`src/rtl/rpd_pkg.sv`:
```
package rpd_pkg;

    localparam int MAX_WIDTH  = 256;
    localparam int MAX_HEIGHT = 256;
    localparam int RUN_MAX    = MAX_WIDTH * MAX_HEIGHT;

    localparam int COL_W = $clog2(MAX_WIDTH + 1);
    localparam int ROW_W = $clog2(MAX_HEIGHT + 1);
    localparam int CNT_W = $clog2(RUN_MAX + 1);

    localparam int QDEPTH = 4;
    localparam int QPTR_W = $clog2(QDEPTH);

    typedef enum logic [1:0] {
        KIND_RUN   = 2'd0,
        KIND_DONE  = 2'd1,
        KIND_ERROR = 2'd2
    } kind_t;

    typedef enum logic [2:0] {
        ERR_RUN_BIG      = 3'd0,
        ERR_TOO_TALL     = 3'd1,
        ERR_P_INCOMPLETE = 3'd2,
        ERR_UNKNOWN      = 3'd3,
        ERR_TOO_WIDE     = 3'd4
    } err_t;

    typedef struct packed {
        kind_t      kind;
        logic [7:0] col_start;
        logic [7:0] row_index;
        logic [8:0] run_length;
        logic [4:0] cell_state;
        logic [8:0] extent_width;
        logic [8:0] extent_height;
        err_t       error_code;
        logic       last;
    } result_t;

    typedef struct packed {
        result_t first;
        logic    then_done;
    } entry_t;

    typedef struct packed {
        logic full;
        logic empty;
    } qstat_t;

endpackage

```
`src/rtl/rle_pattern_decoder.sv`:
```
// channel   dir  beat contents
// --------  ---  ---------------------------------------------------------
// s_axis    in   tdata text_byte[7:0]; tlast end_of_text
// m_axis    out  tdata col/row/length/state/extents/error; tuser kind;
//                tlast last
//
// one text byte taken per cycle while the result queue has room
// each result is one output beat; a byte giving a run record and a done
// result gives two beats, a byte with no result gives none
// four queue entries sit between the parser and the output register
// rst_n is asynchronous; no clearing pass, s_tready high straight out of reset
// a stalled output fills the queue, then s_tready drops
module rle_pattern_decoder
(
    input  logic        clk,
    input  logic        rst_n,
    input  logic        s_tvalid,
    output logic        s_tready,
    input  logic [7:0]  s_tdata,   // text_byte
    input  logic        s_tlast,
    output logic        m_tvalid,
    input  logic        m_tready,
    output logic [55:0] m_tdata,   // col_start, row_index, run_length, cell_state,
                                   // extent_width, extent_height, error_code
    output logic [1:0]  m_tuser,   // kind
    output logic        m_tlast
);

    logic             accept;
    logic             push;
    logic             pop;
    rpd_pkg::entry_t  front_entry;
    rpd_pkg::entry_t  queue_entry;
    rpd_pkg::qstat_t  qstat;
    rpd_pkg::result_t out_res;

    assign s_tready = !qstat.full;
    assign accept   = s_tvalid && s_tready;

    rpd_front u_front
    (
        .clk         (clk),
        .rst_n       (rst_n),
        .text_byte   (s_tdata),
        .end_of_text (s_tlast),
        .accept      (accept),
        .push        (push),
        .entry       (front_entry)
    );

    rpd_queue u_queue
    (
        .clk       (clk),
        .rst_n     (rst_n),
        .push      (push),
        .entry_in  (front_entry),
        .pop       (pop),
        .entry_out (queue_entry),
        .stat      (qstat)
    );

    rpd_emit u_emit
    (
        .clk       (clk),
        .rst_n     (rst_n),
        .stat      (qstat),
        .entry     (queue_entry),
        .pop       (pop),
        .out_ready (m_tready),
        .out_valid (m_tvalid),
        .out_res   (out_res)
    );

    assign m_tdata = {5'b00000, out_res.error_code, out_res.extent_height,
                      out_res.extent_width, out_res.cell_state, out_res.run_length,
                      out_res.row_index, out_res.col_start};
    assign m_tuser = out_res.kind;
    assign m_tlast = out_res.last;

endmodule

```
`src/rtl/rpd_front.sv`:
```
module rpd_front
(
    input  logic             clk,
    input  logic             rst_n,
    input  logic [7:0]       text_byte,
    input  logic             end_of_text,
    input  logic             accept,
    output logic             push,
    output rpd_pkg::entry_t  entry
);

    localparam int CNT_W = rpd_pkg::CNT_W;
    localparam int COL_W = rpd_pkg::COL_W;
    localparam int ROW_W = rpd_pkg::ROW_W;
    localparam int SUM_W = CNT_W + 1;
    localparam int MUL_W = CNT_W + 4;

    localparam logic [7:0] CH_HASH   = 8'h23;
    localparam logic [7:0] CH_X      = 8'h78;
    localparam logic [7:0] CH_BANG   = 8'h21;
    localparam logic [7:0] CH_DOLLAR = 8'h24;
    localparam logic [7:0] CH_P      = 8'h70;
    localparam logic [7:0] CH_PU     = 8'h50;
    localparam logic [7:0] CH_C      = 8'h43;
    localparam logic [7:0] CH_Z      = 8'h5A;
    localparam logic [7:0] CH_A      = 8'h41;
    localparam logic [7:0] CH_STAR   = 8'h2A;
    localparam logic [7:0] CH_B      = 8'h62;
    localparam logic [7:0] CH_BU     = 8'h42;
    localparam logic [7:0] CH_DOT    = 8'h2E;
    localparam logic [7:0] CH_O      = 8'h6F;
    localparam logic [7:0] CH_OU     = 8'h4F;
    localparam logic [7:0] CH_NL     = 8'h0A;
    localparam logic [7:0] CH_SP     = 8'h20;
    localparam logic [7:0] CH_TAB    = 8'h09;
    localparam logic [7:0] CH_CR     = 8'h0D;
    localparam logic [7:0] CH_0      = 8'h30;
    localparam logic [7:0] CH_9      = 8'h39;

    logic             header_reg, header_next;
    logic             comment_reg, comment_next;
    logic             await_reg, await_next;
    logic             finished_reg, finished_next;
    logic [COL_W-1:0] column_reg, column_next;
    logic [ROW_W-1:0] row_reg, row_next;
    logic [CNT_W-1:0] count_reg, count_next;
    logic [COL_W-1:0] width_reg, width_next;
    logic [ROW_W-1:0] height_reg, height_next;

    logic             is_digit;
    logic             is_space;
    logic [MUL_W-1:0] count_x10;
    logic [CNT_W-1:0] n_eff;
    logic [SUM_W-1:0] col_sum;
    logic [SUM_W-1:0] row_sum;
    logic [ROW_W:0]   row_plus1;
    logic [7:0]       letter_off;

    logic             place_req;
    logic [4:0]       place_st;
    logic             place_ok;
    logic             fail_req;
    rpd_pkg::err_t    fail_code;
    logic             bang;
    logic             emit;
    logic             done_follow;
    logic [COL_W-1:0] width_upd;
    logic [ROW_W-1:0] height_upd;
    logic [COL_W-1:0] column_upd;
    logic [ROW_W-1:0] row_upd;
    logic [CNT_W-1:0] count_upd;
    logic             header_upd;
    logic             comment_upd;
    rpd_pkg::result_t res;
    rpd_pkg::result_t done_res;

    assign is_digit   = (text_byte >= CH_0) && (text_byte <= CH_9);
    assign is_space   = (text_byte == CH_SP) || ((text_byte >= CH_TAB) && (text_byte <= CH_CR));
    assign count_x10  = {1'b0, count_reg, 3'b000} + {3'b000, count_reg, 1'b0}
                        + {{(MUL_W-4){1'b0}}, text_byte[3:0]};
    assign n_eff      = (count_reg == '0) ? CNT_W'(1) : count_reg;
    assign col_sum    = SUM_W'(column_reg) + SUM_W'(n_eff);
    assign row_sum    = SUM_W'(row_reg) + SUM_W'(n_eff);
    assign row_plus1  = {1'b0, row_reg} + (ROW_W+1)'(1);
    assign letter_off = text_byte - CH_A;

    always_comb
    begin
        header_upd  = header_reg;
        comment_upd = comment_reg;
        await_next  = await_reg;
        column_upd  = column_reg;
        row_upd     = row_reg;
        count_upd   = count_reg;
        width_upd   = width_reg;
        height_upd  = height_reg;
        place_req   = 1'b0;
        place_st    = '0;
        place_ok    = 1'b0;
        fail_req    = 1'b0;
        fail_code   = rpd_pkg::ERR_UNKNOWN;
        bang        = 1'b0;

        if (!finished_reg)
        begin
            if (await_reg)
            begin
                await_next = 1'b0;
                if (is_digit)
                begin
                    place_req = 1'b1;
                    place_st  = {1'b0, text_byte[3:0]};
                end
                else
                begin
                    fail_req  = 1'b1;
                    fail_code = rpd_pkg::ERR_P_INCOMPLETE;
                end
            end
            else if (comment_reg)
            begin
                if (text_byte == CH_NL)
                    comment_upd = 1'b0;
            end
            else if (text_byte == CH_HASH)
            begin
                comment_upd = 1'b1;
            end
            else if (header_reg || (text_byte == CH_X))
            begin
                header_upd = (text_byte != CH_NL);
            end
            else if (is_space)
            begin
                header_upd = header_reg;
            end
            else if (is_digit)
            begin
                if (count_x10 > MUL_W'(rpd_pkg::RUN_MAX))
                begin
                    fail_req  = 1'b1;
                    fail_code = rpd_pkg::ERR_RUN_BIG;
                end
                else
                begin
                    count_upd = count_x10[CNT_W-1:0];
                end
            end
            else
            begin
                count_upd = n_eff;
                priority if (text_byte == CH_BANG)
                begin
                    bang = 1'b1;
                end
                else if (text_byte == CH_DOLLAR)
                begin
                    column_upd = '0;
                    count_upd  = '0;
                    if (row_sum > SUM_W'(rpd_pkg::MAX_HEIGHT))
                    begin
                        fail_req  = 1'b1;
                        fail_code = rpd_pkg::ERR_TOO_TALL;
                    end
                    else
                    begin
                        row_upd = row_sum[ROW_W-1:0];
                    end
                end
                else if ((text_byte == CH_P) || (text_byte == CH_PU))
                begin
                    if (end_of_text)
                    begin
                        fail_req  = 1'b1;
                        fail_code = rpd_pkg::ERR_P_INCOMPLETE;
                    end
                    else
                    begin
                        await_next = 1'b1;
                    end
                end
                else if ((text_byte == CH_B) || (text_byte == CH_BU) || (text_byte == CH_DOT))
                begin
                    place_req = 1'b1;
                    place_st  = 5'd1;
                end
                else if ((text_byte == CH_O) || (text_byte == CH_OU) ||
                         (text_byte == CH_STAR) || (text_byte == CH_A))
                begin
                    place_req = 1'b1;
                    place_st  = 5'd0;
                end
                else if ((text_byte >= CH_C) && (text_byte <= CH_Z))
                begin
                    place_req = 1'b1;
                    place_st  = letter_off[4:0];
                end
                else
                begin
                    fail_req  = 1'b1;
                    fail_code = rpd_pkg::ERR_UNKNOWN;
                end
            end

            if (place_req)
            begin
                if (row_reg >= ROW_W'(rpd_pkg::MAX_HEIGHT))
                begin
                    fail_req  = 1'b1;
                    fail_code = rpd_pkg::ERR_TOO_TALL;
                end
                else if (col_sum > SUM_W'(rpd_pkg::MAX_WIDTH))
                begin
                    fail_req  = 1'b1;
                    fail_code = rpd_pkg::ERR_TOO_WIDE;
                end
                else
                begin
                    place_ok = 1'b1;
                    if (col_sum > SUM_W'(width_reg))
                        width_upd = col_sum[COL_W-1:0];
                    if (row_plus1 > (ROW_W+1)'(height_reg))
                        height_upd = row_plus1[ROW_W-1:0];
                    column_upd = col_sum[COL_W-1:0];
                    count_upd  = '0;
                end
            end
        end
    end

    always_comb
    begin
        emit          = place_ok || fail_req || bang;
        finished_next = finished_reg || fail_req || bang;
        done_follow   = end_of_text && !finished_next;

        res               = '0;
        res.extent_width  = 9'(width_upd);
        res.extent_height = 9'(height_upd);
        priority if (place_ok)
        begin
            res.kind       = rpd_pkg::KIND_RUN;
            res.col_start  = column_reg[7:0];
            res.row_index  = row_reg[7:0];
            res.run_length = n_eff[8:0];
            res.cell_state = place_st;
            res.error_code = rpd_pkg::ERR_RUN_BIG;
            res.last       = 1'b0;
        end
        else if (fail_req)
        begin
            res.kind       = rpd_pkg::KIND_ERROR;
            res.error_code = fail_code;
            res.last       = 1'b1;
        end
        else
        begin
            res.kind       = rpd_pkg::KIND_DONE;
            res.error_code = rpd_pkg::ERR_RUN_BIG;
            res.last       = 1'b1;
        end

        done_res            = '0;
        done_res.kind       = rpd_pkg::KIND_DONE;
        done_res.extent_width  = 9'(width_upd);
        done_res.extent_height = 9'(height_upd);
        done_res.error_code = rpd_pkg::ERR_RUN_BIG;
        done_res.last       = 1'b1;

        entry.first     = emit ? res : done_res;
        entry.then_done = emit && done_follow;
        push            = accept && (emit || done_follow);

        header_next  = header_upd;
        comment_next = comment_upd;
        column_next  = column_upd;
        row_next     = row_upd;
        count_next   = count_upd;
        width_next   = width_upd;
        height_next  = height_upd;
    end

    always_ff @(posedge clk or negedge rst_n)
    begin
        if (!rst_n)
        begin
            header_reg   <= 1'b0;
            comment_reg  <= 1'b0;
            await_reg    <= 1'b0;
            finished_reg <= 1'b0;
            column_reg   <= '0;
            row_reg      <= '0;
            count_reg    <= '0;
            width_reg    <= '0;
            height_reg   <= '0;
        end
        else if (accept)
        begin
            if (end_of_text)
            begin
                header_reg   <= 1'b0;
                comment_reg  <= 1'b0;
                await_reg    <= 1'b0;
                finished_reg <= 1'b0;
                column_reg   <= '0;
                row_reg      <= '0;
                count_reg    <= '0;
                width_reg    <= '0;
                height_reg   <= '0;
            end
            else
            begin
                header_reg   <= header_next;
                comment_reg  <= comment_next;
                await_reg    <= await_next;
                finished_reg <= finished_next;
                column_reg   <= column_next;
                row_reg      <= row_next;
                count_reg    <= count_next;
                width_reg    <= width_next;
                height_reg   <= height_next;
            end
        end
    end

endmodule

```
`src/rtl/rpd_queue.sv`:
```
module rpd_queue
(
    input  logic             clk,
    input  logic             rst_n,
    input  logic             push,
    input  rpd_pkg::entry_t  entry_in,
    input  logic             pop,
    output rpd_pkg::entry_t  entry_out,
    output rpd_pkg::qstat_t  stat
);

    localparam int QPTR_W = rpd_pkg::QPTR_W;
    localparam int QDEPTH = rpd_pkg::QDEPTH;

    rpd_pkg::entry_t   mem_reg [QDEPTH];
    logic [QPTR_W-1:0] wr_ptr_reg;
    logic [QPTR_W-1:0] rd_ptr_reg;
    logic [QPTR_W:0]   count_reg;

    assign entry_out  = mem_reg[rd_ptr_reg];
    assign stat.full  = (count_reg == (QPTR_W+1)'(QDEPTH));
    assign stat.empty = (count_reg == '0);

    always_ff @(posedge clk)
    begin
        if (push)
            mem_reg[wr_ptr_reg] <= entry_in;
    end

    always_ff @(posedge clk or negedge rst_n)
    begin
        if (!rst_n)
        begin
            wr_ptr_reg <= '0;
            rd_ptr_reg <= '0;
            count_reg  <= '0;
        end
        else
        begin
            if (push)
                wr_ptr_reg <= wr_ptr_reg + QPTR_W'(1);
            if (pop)
                rd_ptr_reg <= rd_ptr_reg + QPTR_W'(1);
            unique case ({push, pop})
                2'b10:   count_reg <= count_reg + (QPTR_W+1)'(1);
                2'b01:   count_reg <= count_reg - (QPTR_W+1)'(1);
                default: count_reg <= count_reg;
            endcase
        end
    end

endmodule

```
`src/rtl/rpd_emit.sv`:
```
module rpd_emit
(
    input  logic              clk,
    input  logic              rst_n,
    input  rpd_pkg::qstat_t   stat,
    input  rpd_pkg::entry_t   entry,
    output logic              pop,
    input  logic              out_ready,
    output logic              out_valid,
    output rpd_pkg::result_t  out_res
);

    logic             valid_reg;
    logic             pend_reg;
    logic             load;
    rpd_pkg::result_t res_reg;
    rpd_pkg::result_t done_res;
    logic [8:0]       ext_w_reg;
    logic [8:0]       ext_h_reg;

    assign load      = !valid_reg || out_ready;
    assign pop       = load && !pend_reg && !stat.empty;
    assign out_valid = valid_reg;
    assign out_res   = res_reg;

    always_comb
    begin
        done_res               = '0;
        done_res.kind          = rpd_pkg::KIND_DONE;
        done_res.extent_width  = ext_w_reg;
        done_res.extent_height = ext_h_reg;
        done_res.error_code    = rpd_pkg::ERR_RUN_BIG;
        done_res.last          = 1'b1;
    end

    always_ff @(posedge clk or negedge rst_n)
    begin
        if (!rst_n)
        begin
            valid_reg <= 1'b0;
            pend_reg  <= 1'b0;
        end
        else if (load)
        begin
            if (pend_reg)
            begin
                valid_reg <= 1'b1;
                pend_reg  <= 1'b0;
            end
            else if (!stat.empty)
            begin
                valid_reg <= 1'b1;
                pend_reg  <= entry.then_done;
            end
            else
            begin
                valid_reg <= 1'b0;
            end
        end
    end

    // result payload, no reset
    always_ff @(posedge clk)
    begin
        if (load)
        begin
            if (pend_reg)
            begin
                res_reg <= done_res;
            end
            else if (!stat.empty)
            begin
                res_reg   <= entry.first;
                ext_w_reg <= entry.first.extent_width;
                ext_h_reg <= entry.first.extent_height;
            end
        end
    end

endmodule

```
`config.mk`:
```
export PLATFORM = sky130hd
export DESIGN_NAME = rle_pattern_decoder
export DESIGN_NICKNAME = d
export VERILOG_FILES = /design/src/rtl/rpd_pkg.sv /design/src/rtl/rle_pattern_decoder.sv /design/src/rtl/rpd_front.sv /design/src/rtl/rpd_queue.sv /design/src/rtl/rpd_emit.sv
export SDC_FILE = /design/constraint.sdc
export NUM_CORES = 1
export LEC_CHECK = 0
export ABC_AREA = 1
export BUFFER_PORTS_ARGS = -buffer_cell sky130_fd_sc_hd__buf_2
export CORE_MARGIN = 1
export CORE_UTILIZATION = 50
export DETAILED_ROUTE_END_ITERATION = 10
export PLACE_DENSITY = 0.67
export SYNTH_ARGS = -nofsm -noshare
export SYNTH_HDL_FRONTEND = slang
export SYNTH_HIERARCHICAL = 1
export SYNTH_SLANG_ARGS = --single-unit
```
`constraint.sdc`:
```
create_clock -name clk -period 7.2 [get_ports clk]
set_clock_uncertainty 0.1 [all_clocks]
set_input_delay 1.08 -clock clk [delete_from_list [all_inputs] [get_ports clk]]
set_output_delay 1.08 -clock clk [all_outputs]
set_load 0.05 [all_outputs]
```
# After elaboration in Yosys (flattened, before gate mapping)
# Memories as Yosys holds them, arrays and structs flattened.
# Index checks and enable logic that the tools add are counted.
[totals]
regBits = 138
ramBits = 220
input_bits = 13
out_inout_bits = 61
word_cells = 285
mem_count = 1
[classes]
add_sub_neg = 10
magnitude_cmp = 12
eq_ne = 29
n_mux = 167
bitwise_logic = 2
reduce_logical = 39
[memory_table]
columns = ["memory", "depth", "width", "read_ports", "rd_clocked_by_memory_dff", "write_ports", "line_no", "rtl"]
rows = [
  ["u_queue.mem_reg", 4, 55, 1, 0, 1, "rpd_queue.sv:15", "rpd_pkg::entry_t mem_reg [QDEPTH];"],
]
[op_table]
columns = ["op", "count"]
rows = [
  ["9-bit 2-to-1 mux", 36],
  ["17-bit 2-to-1 mux", 15],
  ["54-bit 2-to-1 mux", 2],
  ["1-bit 2-to-1 mux", 79],
  ["5-bit 2-to-1 mux", 13],
  ["8-bit by 7-bit equality test with 1-bit output, second input constant", 8],
  ["8-bit by 6-bit equality test with 1-bit output, second input constant", 6],
  ["9-bit by 17-bit adder with 18-bit output", 2],
  ["18-bit by 9-bit > comparator with 1-bit output, second input constant", 2],
  ["3-bit 2-to-1 mux", 12],
  ["30-bit 2-to-1 mux", 1],
  ["22-bit 2-to-1 mux", 1],
  ["20-bit by 18-bit adder with 21-bit output", 1],
  ["21-bit by 4-bit adder with 21-bit output", 1],
  ["21-bit by 17-bit > comparator with 1-bit output, second input constant", 1],
  ["2-bit inequality test, second input constant", 10],
  ["18-bit by 9-bit > comparator with 1-bit output", 1],
  ["17-bit zero test", 1],
  ["1-bit logical OR", 14],
  ["4-bit 2-to-1 mux", 3],
  ["11-bit AND reduction", 1],
  ["9-bit by 1-bit adder with 10-bit output, second input constant", 1],
  ["10-bit by 9-bit > comparator with 1-bit output", 1],
  ["9-bit greater-or-equal comparator, second input constant", 1],
  ["25 further kinds", 46],
]

# Longest topological paths before layout
[logic_depth]
word_depth = 27
ltp_mapped = 39
ltp_nobuf = 37

# Hierarchy
# Netlist, hierarchy kept.
[modules_own_cells]
columns = ["mod", "n_inst", "cells_per_inst", "area_each_um2", "seq_area_each_um2"]
rows = [
  ["rpd_queue", 1, 691, 9521.6, 6781.5],
  ["rpd_front", 1, 1161, 7191.9, 1426.4],
  ["rpd_emit", 1, 221, 2813.9, 2212.1],
  ["rle_pattern_decoder", 1, 9, 55.1, 0.0],
]

# Worst setup path after synthesis
# No wires, ideal clock.
[synth_path]
path_kind = "input to register"
start = "in s_tdata[3]"
end = "mem u_queue/mem_reg[1][0] (netlist bit) (enable)"
t_arrival_ps = 4874
required_time_ps = 6691
slack_ps = 1817
cell_stages = 22
path_buffers = 1
cell_sequence = "fa_1 inv_1 fa_1 inv_1 nand2_1 nand3_1 nand2_1 nand2_1 nand3_1 nand2_1 xnor2_1 nand2_1 nor2_1 nand3_1 nand2_1 nand4_1 nor2_1 nor2_1 nor2_1 clkbuf_1 nand2_1 inv_1"
[synth_via]
elab_chain_len = 27
[synth_rtl]
columns = ["element", "line_no", "rtl"]
rows = [
  ["from (decl)", "rle_pattern_decoder.sv:19", "input logic [7:0] s_tdata,"],
  ["parallel branches: the longest is 23 deep, another holds 21-bit by 4-bit adder with 21-bit output", "n/a", ""],
  ["1-bit logical OR *", "rpd_front.sv:272", "push = accept && (emit || done_follow);"],
  ["1-bit logical AND *", "rpd_front.sv:272", ""],
  ["net push", "rle_pattern_decoder.sv:30", "logic push;"],
  ["1-bit 2-to-1 mux *", "rpd_queue.sv:26", "if (push)"],
  ["1-bit 2-to-1 mux (not written as such) *", "rpd_queue.sv:27", "mem_reg[wr_ptr_reg] <= entry_in;"],
  ["to (decl)", "rpd_queue.sv:15", ""],
]
# Mark *: on every way through the listed nets, which the timed path passes. The select of a mux whose other input is x is not followed.

# Final worst setup path
[layout_path]
start = "reg u_front.count_reg[9]"
end = "mem u_queue/mem_reg[3][42] (netlist bit) (enable)"
[layout_via]
elab_chain_len = 25
[layout_rtl]
columns = ["element", "line_no", "rtl"]
rows = [
  ["from (decl)", "rpd_front.sv:46", "logic [CNT_W-1:0] count_reg, count_next;"],
  ["from (signal assigned)", "rpd_front.sv:319", "count_reg <= count_next;"],
  ["parallel branches: the longest is 21 deep, another holds 20-bit by 18-bit adder with 21-bit output", "n/a", ""],
  ["1-bit logical OR *", "rpd_front.sv:272", ""],
  ["1-bit logical AND *", "rpd_front.sv:272", ""],
  ["net push", "rle_pattern_decoder.sv:30", ""],
  ["1-bit 2-to-1 mux *", "rpd_queue.sv:26", ""],
  ["1-bit 2-to-1 mux (not written as such) *", "rpd_queue.sv:27", ""],
]
# Mark *: on every way through the listed nets, which the timed path passes.

==> results.json <==
{
  "syn_area_mm2": 0.0196,
  "rsz0062_at_grt": "false",
  "post-place-ws_ns": 1.43,
  "synthMuxAreaShare_pct": 0,
  "worstPathMaxFanout": 55,
  "htreeDepth": 2,
  "setup_viol": 0,
  "fin_cells": 2673,
  "syn_inst": 2082,
  "slew_viol_final": 0,
  "synth_warnings": 6,
  "start_util_pct": 50.7,
  "ys_seq_area_share_pct": 53.2,
  "grt_pass1_vias": 13500,
  "crit_path_start_kind": "flop",
  "required_ns": 7.27,
  "grt_first_pass_wirelength_um": 73100,
  "netlist.area_leader.share_pct": 44.8,
  "syn_to_final_growth_pct": 9.27,
  "core_area_mm2": 0.0386,
  "hpwlAfterDp_um": 31600,
  "yosys-top-cells-area": "edfxtp_1 (45%), nand2_1 (9.9%), dfrtp_1 (8.4%), inv_1 (6.7%), ha_1 (5.2%)",
  "numCtsBuffers": 39,
  "hold_buffers": 0,
  "synth_top_family_by_area": "simple AND/OR/NAND/NOR gates",
  "grt_overflow_total": 0,
  "cts.sinks": 358,
  "max_cap_violations": 0,
  "status": "finished clean",
  "synth-simple-area-share_pct": 17.6,
  "synth-edff-count": 292,
  "insertedDiodeCount": 0,
  "layout_commonest_cell": "nand2_1",
  "gp_congestion": 0.952,
  "drc_errors": 0,
  "multi_input_area_mm2": 0.00722,
  "clock-root-buffer": "clkbuf_16",
  "track_usage_pct": 23.7,
  "fillers": 3389,
  "ys_types": 56,
  "place_inst": 2605,
  "portBuffers": 68,
  "yosysTopAreaCell": "edfxtp_1",
  "cts_resized": 0,
  "vias_per_cell": 5.34,
  "vias": 14300,
  "path_class": "reg2reg",
  "synth_compound_area_share_pct": 12.0,
  "clock_latency_ns": 0.56,
  "drive_above_1_share_pct": 10.7,
  "powerDensity_mw_per_mm2": 407,
  "ioPinCount": 74,
  "period_minus_slack_ns": 6.04,
  "ant_nets": 0,
  "cts_tree": "built",
  "power.total_mw": 8.71,
  "routedWlPerCell_um": 17.1,
  "layout.nets": 2228,
  "p_leak_nw": 9.67,
  "synthXorXnorAreaFrac_pct": 1.43,
  "drt_iter0_drc": 1130,
  "antenna_found_initial": 0,
  "period_share_pct": 83.8,
  "cp-end-kind": "flop",
  "yosys_most_used_dff": "edfxtp_1",
  "peakVddDrop_uv": 405,
  "arrival_ns": 6.11,
  "drt_wl_total_um": 45700,
  "largest_reg_flops": 220,
  "ys_ff_latch": 358,
  "fp-row-count": 72,
  "die_area_mm2": 0.0400,
  "post_cts_buffers": 0,
  "fmax_ghz": 0.166,
  "fin_ws_ns": 1.16,
  "die_x_um": 200,
  "tightest_slew_ns": 1.20,
  "final_cell_mix": "nand2_1 (518), inv_1 (345), edfxtp_1 (292), nor2_1 (143), o21ai_0 (104)",
  "grt_max_degree": 223,
  "path_clk_slew_ns": 0.07,
  "fp.dieH_um": 200,
  "final-seq-area_mm2": 0.0104,
  "cts_max_path_buffers": 3,
  "synthAdderAreaFrac_pct": 5.75,
  "relSlewSlack_pct": 19.8,
  "tns_ns": 0,
  "postSynth.asyncResetShare_pct": 18.4,
  "holdCritPathClass": "reg2reg",
  "firstDrtPassIters": 6,
  "syn_area_per_cell_um2": 9.41,
  "hold-worst-slack_ns": 0.408,
  "final_hold_viol_count": 0
}
## metal layers
| metal | GRT usage [%] | part of all wire (%) |
|---|---|---|
| met4 | 7.27 | 2.5 |
| met1 | 32.8 | 45 |
| met2 | 39.0 | 47 |
| met5 | 0 | 0 |
| met3 | 3.04 | 5.1 |
## final timing paths
check | startpoint | slack (ns) | to | depth (start not counted)
min reg2reg | u_front/height_reg[0]$_DFFE_PN0P_ | 0.41 | u_front/height_reg[0]$_DFFE_PN0P_ | 2
max reg2reg | u_front/count_reg[9]$_DFFE_PN0P_ | 1.16 | u_queue/mem_reg[3][42]$_DFFE_PP_ | 26
max | u_front/count_reg[9]$_DFFE_PN0P_ | 1.16 | u_queue/mem_reg[3][42]$_DFFE_PP_ | 26
max in group asynchronous | rst_n | 5.62 | u_queue/rd_ptr_reg[0]$_DFFE_PN0P_ | 2
min | u_front/height_reg[0]$_DFFE_PN0P_ | 0.41 | u_front/height_reg[0]$_DFFE_PN0P_ | 2
min in group asynchronous | rst_n | 0.60 | u_front/count_reg[12]$_DFFE_PN0P_ | 2
## where the power goes
group          total, mW  internal, mW  switching [mW]  leakage [nW]
Combinational       3.59         0.994            2.60          5.43
Sequential          3.18          2.95           0.225          3.64
Clock               1.94          1.14           0.796         0.600
## area by class of cell
cell class	instances	share of cell area [%]
repair buffers	84	2.39
inverters	361	6.33
well taps	518	3.03
multi-input cells	1284	33.8
clock buffers	47	4.70
clock inverters	21	1.07
flip-flops and latches	358	48.7
## worst max-delay path, stage by stage, from the launching register on
cell	delay, ns
dfrtp_1	0.54
inv_1	0.19
nand4_1	0.12
nor4_1	0.30
a21oi_1	0.16
inv_1	0.16
ha_1	0.19
inv_1	0.05
fa_1	0.40
inv_1	0.09
nand3_1	0.07
nand2_1	0.13
nand4_1	0.21
nand3_1	0.18
nand2_1	0.06
nand2_1	0.07
nand3_1	0.08
nor2_1	0.31
nand4_1	0.24
o21ai_0	0.30
nand4_1	0.17
nor2_1	0.15
nor2_1	0.10
nor2_1	0.39
nand2_1	0.12
inv_2	0.06
buf_4	0.63
## kinds of logic (layout without fill, tap and decap cells)
logic type,Yosys count,after routing
AND/OR/NAND/NOR,832,832
buffers and inverters,444,513
flip-flops,358,358
AO/OA/AOI/OAI,328,328
adder cells (fa/ha/maj),87,87
XOR/XNOR,32,32
other,1,5
## stage by stage
stage | area, um^2 | util (%)
2_1_floorplan | 19600 | -
3_3_place_gp | 20200 | 52.2
3_5_place_dp | 20200 | 52.2
4_1_cts | 21400 | 55.4
5_1_grt | 21400 | 55.4
6_report | 21400 | 55.4
## synth_stat cells (3+ instances only)
| library cell | instances |
|---|---|
| a21oi_1 | 50 |
| nand2_1 | 518 |
| o21ai_1 | 4 |
| inv_2 | 7 |
| nor3_1 | 24 |
| clkbuf_1 | 24 |
| ha_1 | 82 |
| buf_2 | 16 |
| o21ai_2 | 7 |
| nand4_1 | 31 |
| o21ai_0 | 104 |
| xor2_1 | 25 |
| clkinv_1 | 4 |
| nor4_1 | 5 |
| xnor2_1 | 7 |
| nor2_2 | 5 |
| o22ai_1 | 17 |
| or2_1 | 3 |
| nor2_1 | 143 |
| buf_4 | 13 |
| o211ai_1 | 62 |
| fa_1 | 5 |
| nand3b_1 | 5 |
| buf_6 | 26 |
| a31oi_1 | 4 |
| inv_1 | 350 |
| o211ai_2 | 58 |
| dfrtp_1 | 66 |
| o31ai_1 | 6 |
| edfxtp_1 | 292 |
| nand3_1 | 89 |
No activity file was read; power rests on OpenSTA's default activity.
